[src/rtl/vn2d_pkg.sv]
// shared constants, types and helpers for the 2-d value noise pipeline
package vn2d_pkg;

    localparam int COORD_W       = 17;
    localparam int NOISE_W       = 16;
    localparam int FRAC_BITS_DEF = 8;
    localparam int WEIGHT_W      = 17;
    localparam int HASH_W        = 32;

    localparam logic [HASH_W-1:0] HASH_MUL_X   = 32'd374761393;
    localparam logic [HASH_W-1:0] HASH_MUL_Y   = 32'd668265263;
    localparam logic [HASH_W-1:0] HASH_MUL_MIX = 32'd1274126177;

    // 1.0 in q1.16 and the rounding constant for a >> 32
    localparam logic [WEIGHT_W-1:0] ONE_Q16    = 17'h10000;
    localparam logic [49:0]         ROUND_W    = 50'h0_8000_0000;
    localparam logic [47:0]         ROUND_OUT  = 48'h0000_8000_0000;
    // 3.0 in q2.16, the constant term of the smoothstep polynomial
    localparam logic [17:0]         THREE_Q16  = 18'h30000;

    // per-stage load enables handed to the datapath modules
    typedef struct packed {
        logic st2;
        logic st3;
        logic st4;
        logic st5;
        logic st6;
    } stage_en_t;

    // final hash fold, low half of h ^ (h >> 16)
    function automatic logic [NOISE_W-1:0] hash_fold(input logic [HASH_W-1:0] h);
        hash_fold = h[15:0] ^ h[31:16];
    endfunction

endpackage

[src/rtl/vn2d_smooth.sv]
// smoothstep weight pipeline: t*t, then t*t*(3-2t) rounded, then carry
module vn2d_smooth
    import vn2d_pkg::*;
(
    input  logic                aclk,
    input  stage_en_t           en,
    input  logic [15:0]         t_x,
    input  logic [15:0]         t_y,
    output logic [WEIGHT_W-1:0] w_x,
    output logic [WEIGHT_W-1:0] w_y
);

    logic [31:0]         ttx_next, tty_next, ttx_reg, tty_reg;
    logic [15:0]         tx_reg, ty_reg;
    logic [17:0]         kx, ky;
    logic [49:0]         px, py;
    logic [WEIGHT_W-1:0] wx_next, wy_next, wx3_reg, wy3_reg, wx4_reg, wy4_reg;

    // stage 2: square
    assign ttx_next = 32'(t_x) * 32'(t_x);
    assign tty_next = 32'(t_y) * 32'(t_y);

    // stage 3: times (3 - 2t), round half up, drop 32 fraction bits
    assign kx      = THREE_Q16 - {1'b0, tx_reg, 1'b0};
    assign ky      = THREE_Q16 - {1'b0, ty_reg, 1'b0};
    assign px      = 50'(ttx_reg) * 50'(kx) + ROUND_W;
    assign py      = 50'(tty_reg) * 50'(ky) + ROUND_W;
    assign wx_next = px[48:32];
    assign wy_next = py[48:32];

    always_ff @(posedge aclk) begin
        if (en.st2) begin
            ttx_reg <= ttx_next;
            tty_reg <= tty_next;
            tx_reg  <= t_x;
            ty_reg  <= t_y;
        end
        if (en.st3) begin
            wx3_reg <= wx_next;
            wy3_reg <= wy_next;
        end
        if (en.st4) begin
            wx4_reg <= wx3_reg;
            wy4_reg <= wy3_reg;
        end
    end

    assign w_x = wx4_reg;
    assign w_y = wy4_reg;

endmodule

[config.mk]
export PLATFORM = sky130hd
export DESIGN_NAME = vn2d_smooth
export DESIGN_NICKNAME = d
export VERILOG_FILES = /design/src/rtl/vn2d_pkg.sv /design/src/rtl/vn2d_smooth.sv
export SDC_FILE = /design/constraint.sdc
export NUM_CORES = 2
export LEC_CHECK = 0
export BUFFER_PORTS_ARGS = -buffer_cell sky130_fd_sc_hd__clkbuf_2
export CORE_MARGIN = 1
export CORE_UTILIZATION = 60
export CTS_BUF_LIST = sky130_fd_sc_hd__clkbuf_8 sky130_fd_sc_hd__clkbuf_16
export CTS_CLUSTER_SIZE = 30
export DETAILED_ROUTE_END_ITERATION = 6
export GPL_TIMING_DRIVEN = 0
export HOLD_SLACK_MARGIN = 0.06
export PLACE_DENSITY = 0.76
export RECOVER_POWER = 50
export SLEW_MARGIN = 20
export SYNTH_ARGS = -nofsm -noshare
export SYNTH_HDL_FRONTEND = slang
export SYNTH_SLANG_ARGS = --single-unit
[constraint.sdc]
create_clock -name aclk -period 10 [get_ports aclk]
set_clock_uncertainty 0.2 [all_clocks]
set_input_delay 0.5 -clock aclk [delete_from_list [all_inputs] [get_ports aclk]]
set_output_delay 0.5 -clock aclk [all_outputs]
set_load 0.02 [all_outputs]
==> flow_summary.json <==
{
  "grt_max_degree": 93,
  "first_iter_violations": 3049,
  "port_buffers": 69,
  "crit_top_cell": "fa_1",
  "synth_compound_area_frac": 0.0378,
  "required_ns": 9.99,
  "ant_nets": 0,
  "drv_slew": 128,
  "synth_top_cell_area_share": 0.452,
  "rr_worst_depth": 28,
  "avgViaCountPerCell": 5.45,
  "end_kind": "flip-flop",
  "drt-pass1-iter-count": 7,
  "drt_wl_total_um": 135000,
  "synth_common_cells": "inv_1, fa_1, nand2_1, ha_1, and2_1",
  "path_clk_slew_ns": 0.08,
  "crit_slowest_cell": "fa_1",
  "rows": 109,
  "core_um2": 88500,
  "synth.mux.area_fraction": 0.000419,
  "cpPeakStageDelay_ns": 0.61,
  "fin_crit_sh": 0.970,
  "worst_pin_slew_ns": 4.76,
  "avgSynthCellArea_um2": 9.28,
  "synth_cell_types": 76,
  "final_util": 0.635,
  "drv_cap": 2,
  "worstHoldPathCells": 1,
  "num_vias": 38600,
  "cts-root-buf": "clkbuf_16",
  "gp_congestion": 0.986,
  "hp-class": "in -> reg",
  "syn2layout_area_growth_pct": 4.65,
  "yosys_register_bits": 160,
  "clock_latency_ns": 0.48,
  "max_clock_freq_mhz": 103,
  "path_max_fanout": 10,
  "dieArea_um2": 90700,
  "hpwl_um": 115000,
  "synthFlopType": "edfxtp_1",
  "synth_xor_area_frac": 0.0220,
  "nNetsFinal": 7705,
  "cts_inserted_buffers": 17,
  "crit_type": "reg -> reg",
  "dieWidth_um": 301,
  "cts_sinks": 160,
  "relSlewSlack": -2.17,
  "synth_area_leaders": "fa_1, ha_1, inv_1, edfxtp_1, and2_1",
  "crit_arrival_ns": 9.70,
  "top_level_ports": 72,
  "die_y_um": 301,
  "cts_tree": "yes",
  "grt_use_total": 0.315,
  "layout-drive-gt1-share": 0.0195,
  "drcViolationCount": 12,
  "ys_async_sr_fraction": 0,
  "synth_top_family_by_area": "adder cells",
  "grt_overflow": 0,
  "num_antenna_cells": 0,
  "status": "finished, violations left",
  "max-clock-path-buffers": 2,
  "htree_levels": 4,
  "finalHoldViolCount": 0,
  "synth_edf_count": 160,
  "synth-simple-area-share": 0.141,
  "grt_pass1_wl_um": 219000,
  "synth.cell_area_um2": 53700,
  "start_util": 0.607,
  "violations": "design-rule violations, max-capacitance violations, max-slew violations",
  "antenna_found_initial": 1,
  "setup_violations": 0,
  "fin_crit_ns": 9.70,
  "yosys_warnings": 0,
  "wl_per_cell_um": 19.1,
  "grt_pass1_vias": 41200,
  "n_fill_cell": 7282,
  "postSynthCellCount": 5786,
  "critPathLaunchType": "flip-flop",
  "ys_seq_area_frac": 0.0894,
  "cts_setup_buffers": 0,
  "synth-adder-area-share": 0.581,
  "synth_most_common_cell": "inv_1",
  "synth_top_cell_by_area": "fa_1"
}
[kinds of logic after synthesis]
| logic type | after synthesis |
|---|---|
| and+or+nand+nor | 1580 |
| other | 2 |
| DFF | 160 |
| buffers and inverters | 1828 |
| AOI/OAI and AO/OA | 312 |
| xor gates and xnor gates | 133 |
| muxes | 2 |
| adders and majority gates | 1769 |
[critical path: cells and delay by family, from the launching register on]
family | cells | cell delay [ns]
adders and majority gates | 8 | 3.62
AOI/OAI and AO/OA | 7 | 1.95
and+or+nand+nor | 6 | 1.56
buffers and inverters | 6 | 1.19
DFF | 1 | 0.54
xor gates and xnor gates | 1 | 0.33
[layout make-up]
| type | instances | area [µm²] | share of cell area |
|---|---|---|---|
| plain buffers | 203 | 786 | 0.0140 |
| clock buffers | 17 | 425 | 0.00757 |
| clock inverters | 15 | 178 | 0.00316 |
| inverters | 1625 | 6100 | 0.108 |
| multi-input cells | 3820 | 42100 | 0.750 |
| flip-flops and latches | 160 | 4800 | 0.0855 |
| well taps | 1165 | 1460 | 0.0259 |
| repair buffers | 71 | 323 | 0.00574 |
[per-stage QoR]
step,setup slack [ns],TNS (ns),area [µm²],std cells,hold WS (ns)
floorplan,2.03,0,53800,5808,0.200
global placement,0.139,0,55600,7042,0.204
detailed placement,0.160,0,55600,7042,0.206
CTS,0.0778,0,56200,7076,0.0623
global route,-0.0158,-0.0158,56200,7076,0.149
finish,0.295,0,56200,7076,0.174
[worst paths after layout]
path | startpoint | to | slack [ns]
worst max register to register | tty_reg[0] | wy3_reg[14] | 0.30
worst min register to register | wx3_reg[1] | w_x[1] | 0.23
worst min-delay path | t_x[10] | tx_reg[10] | 0.17
worst max-delay path | tty_reg[0] | wy3_reg[14] | 0.30
[cell usage in the layout, fill, tap and decap left out, types with 58 or more instances in the layout]
cell type	n
inv_1	1624
nand2_1	802
xnor2_1	86
clkbuf_1	220
a21oi_1	102
nor2_1	115
ha_1	557
fa_1	1212
and2_1	488
edfxtp_1	160
a21o_1	58
[layer usage]
layer / vias to the layer above / GRT usage / share of wire
met2: 1724 / 0.490 / 0.45
li1: 17100 / - / -
met3: 274 / 0.0627 / 0.096
met1: 19500 / 0.446 / 0.42
met4: 2 / 0.0974 / 0.031
met5: - / 0 / 0.00011
[timing repair]
action | in CTS | in global routing
endpoints found under the hold margin | 2 | 0
hold buffers | 2 | 0
endpoints found under the setup margin | 0 | 15
gates resized for setup | 0 | 31
Power is left out: the tool's default activity adds up to more than one toggle a clock period on the data nets, which glitch-free logic cannot reach.
