### src/rtl/vn2d_pkg.sv
// shared constants, types and helpers for the 2-d value noise pipeline
package vn2d_pkg;

    localparam int COORD_W       = 17;
    localparam int NOISE_W       = 16;
    localparam int FRAC_BITS_DEF = 8;
    localparam int WEIGHT_W      = 17;
    localparam int HASH_W        = 32;

    localparam logic [HASH_W-1:0] HASH_MUL_X   = 32'd374761393;
    localparam logic [HASH_W-1:0] HASH_MUL_Y   = 32'd668265263;
    localparam logic [HASH_W-1:0] HASH_MUL_MIX = 32'd1274126177;

    // 1.0 in q1.16 and the rounding constant for a >> 32
    localparam logic [WEIGHT_W-1:0] ONE_Q16    = 17'h10000;
    localparam logic [49:0]         ROUND_W    = 50'h0_8000_0000;
    localparam logic [47:0]         ROUND_OUT  = 48'h0000_8000_0000;
    // 3.0 in q2.16, the constant term of the smoothstep polynomial
    localparam logic [17:0]         THREE_Q16  = 18'h30000;

    // per-stage load enables handed to the datapath modules
    typedef struct packed {
        logic st2;
        logic st3;
        logic st4;
        logic st5;
        logic st6;
    } stage_en_t;

    // final hash fold, low half of h ^ (h >> 16)
    function automatic logic [NOISE_W-1:0] hash_fold(input logic [HASH_W-1:0] h);
        hash_fold = h[15:0] ^ h[31:16];
    endfunction

endpackage

### src/rtl/vn2d_hash.sv
// corner hash pipeline: axis products, corner sums, mix multiply
module vn2d_hash
    import vn2d_pkg::*;
#(
    parameter int CELL_W = COORD_W - FRAC_BITS_DEF
) (
    input  logic                     aclk,
    input  stage_en_t                en,
    input  logic signed [CELL_W-1:0] cell_x,
    input  logic signed [CELL_W-1:0] cell_y,
    output logic [HASH_W-1:0]        mix00,
    output logic [HASH_W-1:0]        mix10,
    output logic [HASH_W-1:0]        mix01,
    output logic [HASH_W-1:0]        mix11
);

    logic [HASH_W-1:0] cx_ext, cy_ext;
    logic [HASH_W-1:0] px_next, py_next, px_reg, py_reg;
    logic [HASH_W-1:0] h00_next, h10_next, h01_next, h11_next;
    logic [HASH_W-1:0] h00_reg, h10_reg, h01_reg, h11_reg;
    logic [HASH_W-1:0] m00_next, m10_next, m01_next, m11_next;
    logic [HASH_W-1:0] m00_reg, m10_reg, m01_reg, m11_reg;
    logic [HASH_W-1:0] px1, py1;

    // stage 2: per-axis products, wrap modulo 2^32
    assign cx_ext  = HASH_W'(cell_x);
    assign cy_ext  = HASH_W'(cell_y);
    assign px_next = HASH_W'(cx_ext * HASH_MUL_X);
    assign py_next = HASH_W'(cy_ext * HASH_MUL_Y);

    // stage 3: (c+1)*k is c*k + k
    assign px1      = px_reg + HASH_MUL_X;
    assign py1      = py_reg + HASH_MUL_Y;
    assign h00_next = px_reg + py_reg;
    assign h10_next = px1 + py_reg;
    assign h01_next = px_reg + py1;
    assign h11_next = px1 + py1;

    // stage 4: xor-shift then mix multiply
    assign m00_next = HASH_W'((h00_reg ^ (h00_reg >> 13)) * HASH_MUL_MIX);
    assign m10_next = HASH_W'((h10_reg ^ (h10_reg >> 13)) * HASH_MUL_MIX);
    assign m01_next = HASH_W'((h01_reg ^ (h01_reg >> 13)) * HASH_MUL_MIX);
    assign m11_next = HASH_W'((h11_reg ^ (h11_reg >> 13)) * HASH_MUL_MIX);

    always_ff @(posedge aclk) begin
        if (en.st2) begin
            px_reg <= px_next;
            py_reg <= py_next;
        end
        if (en.st3) begin
            h00_reg <= h00_next;
            h10_reg <= h10_next;
            h01_reg <= h01_next;
            h11_reg <= h11_next;
        end
        if (en.st4) begin
            m00_reg <= m00_next;
            m10_reg <= m10_next;
            m01_reg <= m01_next;
            m11_reg <= m11_next;
        end
    end

    assign mix00 = m00_reg;
    assign mix10 = m10_reg;
    assign mix01 = m01_reg;
    assign mix11 = m11_reg;

endmodule

### config.mk
export PLATFORM = sky130hd
export DESIGN_NAME = vn2d_hash
export DESIGN_NICKNAME = d
export VERILOG_FILES = /design/src/rtl/vn2d_pkg.sv /design/src/rtl/vn2d_hash.sv
export SDC_FILE = /design/constraint.sdc
export NUM_CORES = 2
export LEC_CHECK = 0
export ABC_AREA = 1
export BUFFER_PORTS_ARGS = -buffer_cell sky130_fd_sc_hd__buf_4
export CAP_MARGIN = 20
export CORE_UTILIZATION = 45
export DETAILED_ROUTE_END_ITERATION = 12
export SLEW_MARGIN = 25
export SYNTH_ARGS = -nofsm -noshare
export SYNTH_HDL_FRONTEND = slang
export SYNTH_SLANG_ARGS = --single-unit
### constraint.sdc
create_clock -name aclk -period 10.2 [get_ports aclk]
set_input_delay 0.51 -clock aclk [delete_from_list [all_inputs] [get_ports aclk]]
set_output_delay 0.51 -clock aclk [all_outputs]
set_load 0.02 [all_outputs]
==> impl_metrics.xml <==
<?xml version="1.0" encoding="UTF-8"?>
<metrics>
  <group name="worst_setup_path">
    <metric name="cell_family_contributing_the_most_delay_on_the_critical_path" unit="">adder cells</metric>
    <metric name="crit_type" unit="">flop to flop</metric>
    <metric name="worst-endpoint-required" unit="ns">10.59</metric>
    <metric name="crit_buf_inv" unit="">8</metric>
    <metric name="worst_path_largest_cell_delay" unit="ns">0.90</metric>
    <metric name="cell_type_with_the_highest_occurrence_count_on_the_critical_path" unit="">inv_1</metric>
    <metric name="critical_path.slowest_cell" unit="">o311ai_1</metric>
    <metric name="critical_path.startpoint_type" unit="">flop</metric>
    <metric name="endpoint_kind" unit="">flop</metric>
    <metric name="worst_ep_arrival_time" unit="ns">8.21</metric>
    <metric name="path_max_fanout" unit="">7</metric>
  </group>
  <group name="global_route">
    <metric name="gr-total-overflow" unit="">0</metric>
    <metric name="grtUsageTotal" unit="">0.244</metric>
    <metric name="initial_antenna_violation_count" unit="">1</metric>
    <metric name="first_global_vias" unit="">44700</metric>
    <metric name="pin_count_of_the_biggest_net_entering_global_routing" unit="">73</metric>
    <metric name="grt_first_pass_wirelength" unit="mm">254</metric>
  </group>
  <group name="logic_synthesis">
    <metric name="synthSimpleGateAreaFrac" unit="">0.111</metric>
    <metric name="number_of_unique_standard_cell_types_used_by_synthesis" unit="">50</metric>
    <metric name="synthTopCellsByArea" unit="">fa_1 (29%), ha_1 (20%), edfxtp_1 (16%), inv_1 (11%), nand2_1 (6.4%)</metric>
    <metric name="synth_sequential_area_ratio" unit="">0.160</metric>
    <metric name="synth-xor-area-share" unit="">0.0707</metric>
    <metric name="synth_compound_area_frac" unit="">0.0604</metric>
    <metric name="synth_flop_cell" unit="">edfxtp_1</metric>
    <metric name="post_synth_edffs" unit="">318</metric>
    <metric name="muxShareOfSynthArea" unit="">0</metric>
    <metric name="synthAdderAreaFrac" unit="">0.488</metric>
    <metric name="synth.top_cell.area_share" unit="">0.290</metric>
    <metric name="largest_family_of_logic_cells_by_synthesized_area" unit="">adder cells</metric>
    <metric name="synth-warning-count" unit="">0</metric>
    <metric name="synth.cell_area" unit="um^2">59600</metric>
    <metric name="netlist_instances" unit="">6582</metric>
    <metric name="async_flop_share" unit="">0</metric>
    <metric name="postSynthNetCount" unit="">8411</metric>
    <metric name="ys_seq_elements" unit="">318</metric>
    <metric name="synth_top_cell_by_area" unit="">fa_1</metric>
    <metric name="yosysMostFrequentCell" unit="">inv_1</metric>
    <metric name="syn_area_per_cell" unit="um^2">9.06</metric>
    <metric name="netlist_top_cells_count" unit="">inv_1 (1738), nand2_1 (1011), ha_1 (942)</metric>
  </group>
  <group name="cells_and_area">
    <metric name="diodes" unit="">0</metric>
    <metric name="nets" unit="">8620</metric>
    <metric name="seq_area" unit="um^2">9550</metric>
    <metric name="multiInputGateArea" unit="um^2">43500</metric>
    <metric name="nFillCells" unit="">12600</metric>
    <metric name="postLayoutCoreUtil" unit="">0.490</metric>
    <metric name="area_growth" unit="%">8.14</metric>
    <metric name="post_route_cells_drive_above_1_share" unit="">0.0422</metric>
  </group>
  <group name="sta">
    <metric name="final_worst_path_setup_slack" unit="ns">2.38</metric>
    <metric name="finalMaxSlewViolations" unit="">0</metric>
    <metric name="layout_worst_path_cycle_share" unit="">0.766</metric>
    <metric name="finClkSkew" unit="ns">0.0465</metric>
    <metric name="min_period" unit="ns">7.82</metric>
    <metric name="grt_setup_unrepaired" unit="">no</metric>
    <metric name="timing_worst_slew_pin_value" unit="ns">1.08</metric>
    <metric name="clock.fmax" unit="GHz">0.128</metric>
    <metric name="slew-limit-headroom" unit="">0.272</metric>
    <metric name="final-setup-viol-count" unit="">0</metric>
    <metric name="hold_violations" unit="">0</metric>
    <metric name="final.setup.tns" unit="ns">0</metric>
  </group>
  <group name="floorplanning">
    <metric name="core_region_area" unit="um^2">131000</metric>
    <metric name="floorplan.io_pins" unit="">152</metric>
    <metric name="fp.dieW" unit="um">366</metric>
    <metric name="die_footprint" unit="um^2">134000</metric>
    <metric name="die_h" unit="um">366</metric>
    <metric name="initial_utilization" unit="">0.453</metric>
    <metric name="num_rows" unit="">133</metric>
  </group>
  <group name="placed_design">
    <metric name="gpl.final_weighted_congestion" unit="">0.972</metric>
    <metric name="preCtsSetupSlack" unit="ns">2.39</metric>
    <metric name="dpl.hpwl" unit="mm">143</metric>
    <metric name="port_buffers" unit="">149</metric>
  </group>
  <group name="cts">
    <metric name="h-tree-depth" unit="">2</metric>
    <metric name="cts_tree" unit="">done</metric>
    <metric name="post_cts_hold_buffer_count" unit="">0</metric>
    <metric name="cts_buffers" unit="">44</metric>
    <metric name="clock_insertion_delay_worst_skew" unit="ns">0.65</metric>
    <metric name="cts_root_buf" unit="">clkbuf_16</metric>
    <metric name="cts.sinks" unit="">318</metric>
    <metric name="clkTransAtPathRegs" unit="ns">0.07</metric>
    <metric name="clockBufferDepth" unit="">3</metric>
    <metric name="post_cts_resized" unit="">0</metric>
    <metric name="post-cts-setup-buffer-count" unit="">0</metric>
  </group>
  <group name="route">
    <metric name="drt_drc_violations_left" unit="">2</metric>
    <metric name="detailedRoute.firstIterationViolations" unit="">2601</metric>
    <metric name="drt.antenna.violating_nets" unit="">0</metric>
    <metric name="dr.pass1.iters" unit="">11</metric>
    <metric name="routed_len_inst" unit="um">18.8</metric>
    <metric name="route.vias.total" unit="">43100</metric>
    <metric name="number_of_vias_per_cell_after_detailed_routing" unit="">5.02</metric>
    <metric name="final_wirelength" unit="mm">161</metric>
  </group>
  <group name="outcome">
    <metric name="run_status" unit="">complete, but fails checks</metric>
    <metric name="violated_checks" unit="">design-rule violations</metric>
  </group>
  <group name="min_path">
    <metric name="min_path_type" unit="">input port to flop</metric>
  </group>
  <group name="job">
    <metric name="number_of_maximum_capacitance_constraint_violations" unit="">0</metric>
  </group>
</metrics>
[cells in the final DEF, fill, tap and decap left out, types with 163 or more instances in the layout]
master and n:
ha_1 942, a21oi_1 267, nand3_1 185, xor2_1 308, nor2_1 281, fa_1 863
edfxtp_1 318, inv_1 1738, buf_4 163, nand2_1 1011
[worst register-to-register path, delay by kind of cell (launching register included)]
kind            cells  cell delay (ns)
simple gates        8             1.32
xor+xnor            1             0.64
compound gates      1             0.90
fa+ha+maj           9             3.35
flops               1             0.51
buf+inv             8             0.86
[metal layers]
| metal | track usage | part of all wire | up-vias |
|---|---|---|---|
| met5 | 0 | 0.000068 | - |
| met1 | 0.340 | 0.46 | 21000 |
| met4 | 0.0583 | 0.024 | 2 |
| li1 | - | - | 20900 |
| met2 | 0.407 | 0.47 | 990 |
| met3 | 0.0278 | 0.045 | 175 |
[worst paths after layout]
check,from,end,slack (ns),cells past startpoint
setup / recovery,h00_reg[16],mix00[31],2.38,27
hold / removal,cell_x[1],px_reg[1],0.19,1
setup reg to reg,h00_reg[16],mix00[31],2.38,27
hold reg to reg,h00_reg[4],mix00[4],0.79,2
[cell families after synthesis]
group           count (synthesis)
buf+inv                      1744
simple gates                 1615
compound gates                624
fa+ha+maj                    1805
flops                         318
xor+xnor                      476
[final cells by class]
cell class	instances	share of cell area
Tap cell	1755	0.0341
Timing Repair Buffer	164	0.0192
Inverter	1743	0.102
Multi-Input combinational cell	4520	0.675
Clock inverter	30	0.00429
Sequential cell	318	0.148
Clock buffer	49	0.0177
[per-stage QoR]
stage | hold WS (ns) | instances | instance area [um^2]
3_3_place_gp | 0.782 | 8500 | 63000
6_report | 0.192 | 8579 | 64500
3_5_place_dp | 0.784 | 8500 | 63000
2_1_floorplan | 0.609 | 6582 | 59600
4_1_cts | 0.144 | 8579 | 64400
5_1_grt | 0.161 | 8579 | 64500
Power is left out: the tool's default activity adds up to more than one toggle a clock period on the data nets, which glitch-free logic cannot reach.
